$ cat config.mk
export PLATFORM = sky130hd
export DESIGN_NAME = ptab_front
export DESIGN_NICKNAME = d
export VERILOG_FILES = /design/src/hw/rtl/ptab_pkg.sv /design/src/hw/rtl/ptab_front.sv
export SDC_FILE = /design/constraint.sdc
export NUM_CORES = 1
export LEC_CHECK = 0
export BUFFER_PORTS_ARGS = -buffer_cell sky130_fd_sc_hd__buf_2
export CAP_MARGIN = 10
export CORE_ASPECT_RATIO = 1.75
export CORE_MARGIN = 2
export CORE_UTILIZATION = 47
export CTS_CLUSTER_SIZE = 28
export DETAILED_ROUTE_END_ITERATION = 6
export GPL_ROUTABILITY_DRIVEN = 0
export PLACE_DENSITY = 0.8
export SYNTH_ARGS = -nofsm -noshare
export SYNTH_HDL_FRONTEND = slang
export SYNTH_SLANG_ARGS = --single-unit
$ cat constraint.sdc
create_clock -name clk -period 8.8 [get_ports clk]
set_clock_uncertainty 0.15 [all_clocks]
set_input_delay 0.88 -clock clk [delete_from_list [all_inputs] [get_ports clk]]
set_output_delay 0.88 -clock clk [all_outputs]
set_load 0.01 [all_outputs]
$ cat src/hw/rtl/ptab_pkg.sv
package ptab_pkg;

	// table geometry
	localparam int TABLE_DEPTH = 256;
	localparam int ADDR_W      = $clog2(TABLE_DEPTH);
	localparam int CNT_W       = $clog2(TABLE_DEPTH + 1);

	// interpolation factor is unsigned Q1.16 up to one
	localparam int LAMBDA_W = 17;
	localparam int DIV_STEPS = LAMBDA_W - 1;

	// angle constants in Q3.16, one bit wider than a heading
	localparam logic signed [19:0] Q_PI     = 20'sd205887;
	localparam logic signed [19:0] Q_TWO_PI = 20'sd411775;

	// depth of the queue between front and back
	localparam int QUEUE_DEPTH = 2;

	typedef enum logic [1:0] {
		FN_APPEND = 2'd0,
		FN_QUERY  = 2'd1,
		FN_CLEAR  = 2'd2,
		FN_NONE   = 2'd3
	} func_t;

	typedef enum logic [2:0] {
		ST_OK     = 3'd0,
		ST_EMPTY  = 3'd1,
		ST_BEFORE = 3'd2,
		ST_PAST   = 3'd3,
		ST_CLOSE  = 3'd4,
		ST_FULL   = 3'd5
	} status_t;

	typedef struct packed {
		logic signed [31:0] arc;
		logic signed [31:0] x;
		logic signed [31:0] y;
		logic signed [18:0] heading;
		logic signed [31:0] curv;
		logic signed [31:0] curv_rate;
	} point_t;

	localparam int POINT_W = $bits(point_t);

	typedef struct packed {
		func_t  func;
		point_t pt;
	} req_t;

	typedef struct packed {
		status_t            status;
		logic signed [31:0] x;
		logic signed [31:0] y;
		logic signed [18:0] heading;
		logic signed [31:0] curv;
		logic signed [31:0] curv_rate;
	} res_t;

	typedef enum logic [3:0] {
		CS_IDLE,
		CS_SEARCH,
		CS_SCMP,
		CS_RD_HI,
		CS_RD_LO,
		CS_CALC,
		CS_DIV,
		CS_MUL,
		CS_ACC
	} core_state_t;

	typedef enum logic [2:0] {
		L_X,
		L_Y,
		L_HEAD,
		L_CURV,
		L_RATE
	} lerp_sel_t;

endpackage

$ cat src/hw/rtl/ptab_front.sv
module ptab_front (
	input  logic                clk,
	input  logic                arst_n,
	input  logic                push,
	output logic                full,
	input  logic [1:0]          func,
	input  ptab_pkg::point_t    pt,
	output logic                head_valid,
	output ptab_pkg::req_t      head,
	input  logic                head_pop
);

	import ptab_pkg::*;

	localparam int PTR_W = $clog2(QUEUE_DEPTH);

	req_t              entry_q [QUEUE_DEPTH];
	logic [PTR_W-1:0]  wr_ptr_q;
	logic [PTR_W-1:0]  rd_ptr_q;
	logic [PTR_W:0]    fill_q;
	logic              do_push;
	logic              do_pop;
	req_t              req_in;

	// classify the request code
	always_comb begin
		req_in.pt = pt;
		case (func)
			FN_APPEND: req_in.func = FN_APPEND;
			FN_QUERY:  req_in.func = FN_QUERY;
			FN_CLEAR:  req_in.func = FN_CLEAR;
			default:   req_in.func = FN_NONE;
		endcase
	end

	assign full       = (fill_q == (PTR_W+1)'(QUEUE_DEPTH));
	assign head_valid = (fill_q != '0);
	assign head       = entry_q[rd_ptr_q];
	assign do_push    = push && !full;
	assign do_pop     = head_pop && head_valid;

	// queue storage
	always_ff @(posedge clk) begin
		if (do_push) begin
			entry_q[wr_ptr_q] <= req_in;
		end
	end

	// queue pointers
	always_ff @(posedge clk or negedge arst_n) begin
		if (!arst_n) begin
			wr_ptr_q <= '0;
			rd_ptr_q <= '0;
			fill_q   <= '0;
		end else begin
			if (do_push) begin
				wr_ptr_q <= wr_ptr_q + 1'b1;
			end
			if (do_pop) begin
				rd_ptr_q <= rd_ptr_q + 1'b1;
			end
			if (do_push && !do_pop) begin
				fill_q <= fill_q + 1'b1;
			end else if (do_pop && !do_push) begin
				fill_q <= fill_q - 1'b1;
			end
		end
	end

endmodule

==> metrics.md <==
| Metric | Value |
|---|---|
| Status | `finished, final reports clean` |
| Initial antenna violation count | `4` |
| Global-route wire length before repair | `~38 mm` |
| Fmax | `~0.25 GHz` |
| VDD IR max | `between 0.0002 and 0.00025 V` |
| Top Ports | `approximately 370` |
| Worst Max-Slew Pin Slew | `approximately 1100 ps` |
| Via density | `4.92` |
| Final wirelength | `25.8 mm` |
| Cts bufs inserted | `31` |
| Max Cap Viol | `0` |
| Via total after detailed routing | `about 6700` |
| Reg2Reg Depth | `5` |
| Iteration-0 DRC Markers | `between 300 and 400` |
| Post-Synthesis Cells | `584` |
| Worst setup SP type | `flip-flop` |
| Die area | `between 0.02 and 0.03 mm^2` |
| Largest net degree at the start of global routing | `78` |
| Postcts setup bufs | `0` |
| Clock latency at the later pin of the worst-skew pair | `~550 ps` |
| Synth area leaders | `edfxtp_1 81%, mux2_2 15%, clkbuf_8 1.5%, dfrtp_1 0.75%, buf_6 0.42%` |
| Hold Crit Depth | `1` |
| Synth top area share | `0.813` |
| Setup Crit Path Kind | `flip-flop to primary output` |
| Die height | `between 200 and 250 um` |
| CTS tree | `built` |
| Total Routing Usage GR | `0.166` |
| PostCTS Resize Cnt | `0` |
| Mean Syn Cell Area | `about 23 um^2` |
| Starting Density | `0.478` |
| Reg clk slew, reported paths | `60 ps` |
| Part of the cycle the worst path needs | `0.449` |
| Critical Path Fanout Max | `77` |
| Share of cells above drive strength 1 | `0.609` |
| Cell Chain, Critical Path | `buf_4, mux2_2, buf_2` |
| Port bufs | `between 300 and 400` |
| Post-synthesis cell area | `between 0.01 and 0.015 mm^2` |
| CTS Root Cell | `clkbuf_16` |
| Top cells by count, synth | `362 x edfxtp_1, 181 x mux2_2, 15 x clkbuf_8` |
| Async S/R FF share, synth | `0.0109` |
| # setup viols final | `0` |
| Total Nets Final | `~1200` |
| Min Tclk post-route | `between 3000 and 4000 ps` |
| Final Slew Violations | `0` |
| CP max stage cell | `buf_4` |
| HP Class | `flip-flop to flip-flop` |
| Placed cell count | `about 1300` |
| Vias in the first global route | `between 7000 and 8000` |
| Initial DRT Pass Iterations | `4` |
| RSZ-0062 raised after global routing | `false` |
| Ys Warns | `0` |
| Register area share after synthesis | `0.820` |
| Dominant synthesized flop cell | `edfxtp_1` |
| Final Non-Filler Cells | `between 1000 and 1500` |
| DP HPWL | `17.6 mm` |
| Max H-tree Level | `1` |
| Most frequent cell after synthesis | `edfxtp_1` |
| Core footprint | `0.0280 mm^2` |
| Data required, critical path | `~7800 ps` |
| Synthesized Nets | `770` |
| Fin Setup TNS | `0 ps` |
| Final Hold Violating Endpoints | `0` |
| Critical Path End Type | `primary output` |
| Number of synthesized flops with an enable pin | `362` |
| Crit path largest cell delay | `about 840 ps` |
| P_leak | `about 6.1 nW` |
| Yosys top cell by area | `edfxtp_1` |
| Die span in x | `132 um` |
| Drt wl/cell | `between 15 and 20 um` |
| DRC Markers | `0` |
| Clk buf depth | `3` |
| ANT nets after route | `0` |
| Area grow syn2layout | `23.1%` |
| GRT overflow | `0` |
| Flops & latches, synth | `366` |
| Pwr dens | `approximately 330 mW/mm^2` |
| CTS Sinks | `approximately 370` |
| Relative slew slack | `0.281` |
| Crit path DAT | `approximately 2900 ps` |
| Unique cell type count in the Yosys netlist | `15` |
| Core Rows | `between 80 and 90` |
==> report_power, final <==
part	internal, mW	switching (mW)
logic	0.700	0.868
clock network	0.719	0.575
registers	2.39	0.115
total	3.81	1.56
==> stage by stage <==
stage | hold slack [ps] | setup slack, ps | util | power (mW) | instance area [um^2]
after global routing | 337 | 4730 | 0.589 | 5.61 | 16500
after CTS | 324 | 4820 | 0.589 | 5.44 | 16500
after floorplan | 306 | 2510 | - | 3.64 | 13400
after global placement | 324 | 5380 | 0.553 | 4.09 | 15500
final | 351 | 4850 | 0.589 | 5.36 | 16500
after detailed placement | 338 | 5310 | 0.553 | 4.13 | 15500
==> critical path: cells and delay by family (launching register included) <==
family	cells	cell delay [ps]
buffers and inverters	2	990
muxes	1	440
DFF	1	770
==> layout by cell type, fill, tap and decap left out <==
cell / Yosys / layout
dfrtp_4: 0 / 1
clkbuf_8: 15 / 5
edfxtp_1: 362 / 362
clkinvlp_4: 0 / 3
nor2_1: 2 / 1
and3_4: 0 / 1
bufinv_16: 0 / 1
dfrtp_1: 4 / 3
nand2b_1: 1 / 1
clkinv_4: 0 / 1
buf_4: 0 / 7
clkbuf_1: 2 / 6
mux2_2: 181 / 181
clkbuf_16: 0 / 31
xnor2_1: 3 / 3
dlygate4sd3_1: 0 / 1
diode_2: 0 / 2
or2_2: 1 / 1
inv_6: 0 / 1
nor2_4: 0 / 1
ha_1: 1 / 1
inv_1: 2 / 2
xor2_1: 2 / 2
nand2_1: 2 / 2
clkinv_2: 0 / 4
buf_2: 0 / 367
clkinv_1: 0 / 5
==> state kept, by name, indices dropped and copies added, names as in the netlist <==
register,count
fill_q,2
rd_ptr_q,1
wr_ptr_q,1
entry_q,362
==> area by class of cell <==
cell class              count  area (um^2)
repair buffers            375         1900
diodes                      2         5.00
clock buffers              42          867
clock inverters            15          109
well taps                 373          467
flip-flops and latches    366        11000
inverters                   2         7.51
fillers                  2104        11500
multi-input cells         194         2140
==> path summary, 6_finish.rpt <==
path | startpoint | endpoint | slack, ps
min reg2reg | fill_q[1] | fill_q[1] | 350
max reg2reg | fill_q[0] | entry_q[0][30] | 5650
min in group asynchronous | arst_n | fill_q[1] | 540
min | fill_q[1] | fill_q[1] | 350
max | rd_ptr_q | head[11] | 4850
max in group asynchronous | arst_n | rd_ptr_q | 7810
==> cells by family after synthesis <==
family,share of synthesized area
xor gates and xnor gates,0.00327
adders and majority gates,0.000935
buffers and inverters,0.0208
DFF,0.820
muxes,0.152
and+or+nand+nor,0.00253
==> what timing repair did <==
| action | in CTS | in global routing |
|---|---|---|
| hold buffers | 1 | 0 |
| hold endpoints to repair | 4 | 0 |
| endpoints found under the setup margin | 0 | 0 |
==> routing by layer <==
| layer | vias up | global-route usage | routed length (um) | part of all wire |
|---|---|---|---|---|
| met4 | 6 | 0.0715 | 893 | 0.035 |
| met2 | 288 | 0.321 | 14600 | 0.57 |
| met5 | - | 0 | 34 | 0.0013 |
| li1 | 3101 | - | - | - |
| met3 | 63 | 0.0423 | 1820 | 0.071 |
| met1 | 3281 | 0.166 | 8440 | 0.33 |
Power figures use the tool's default switching activity.
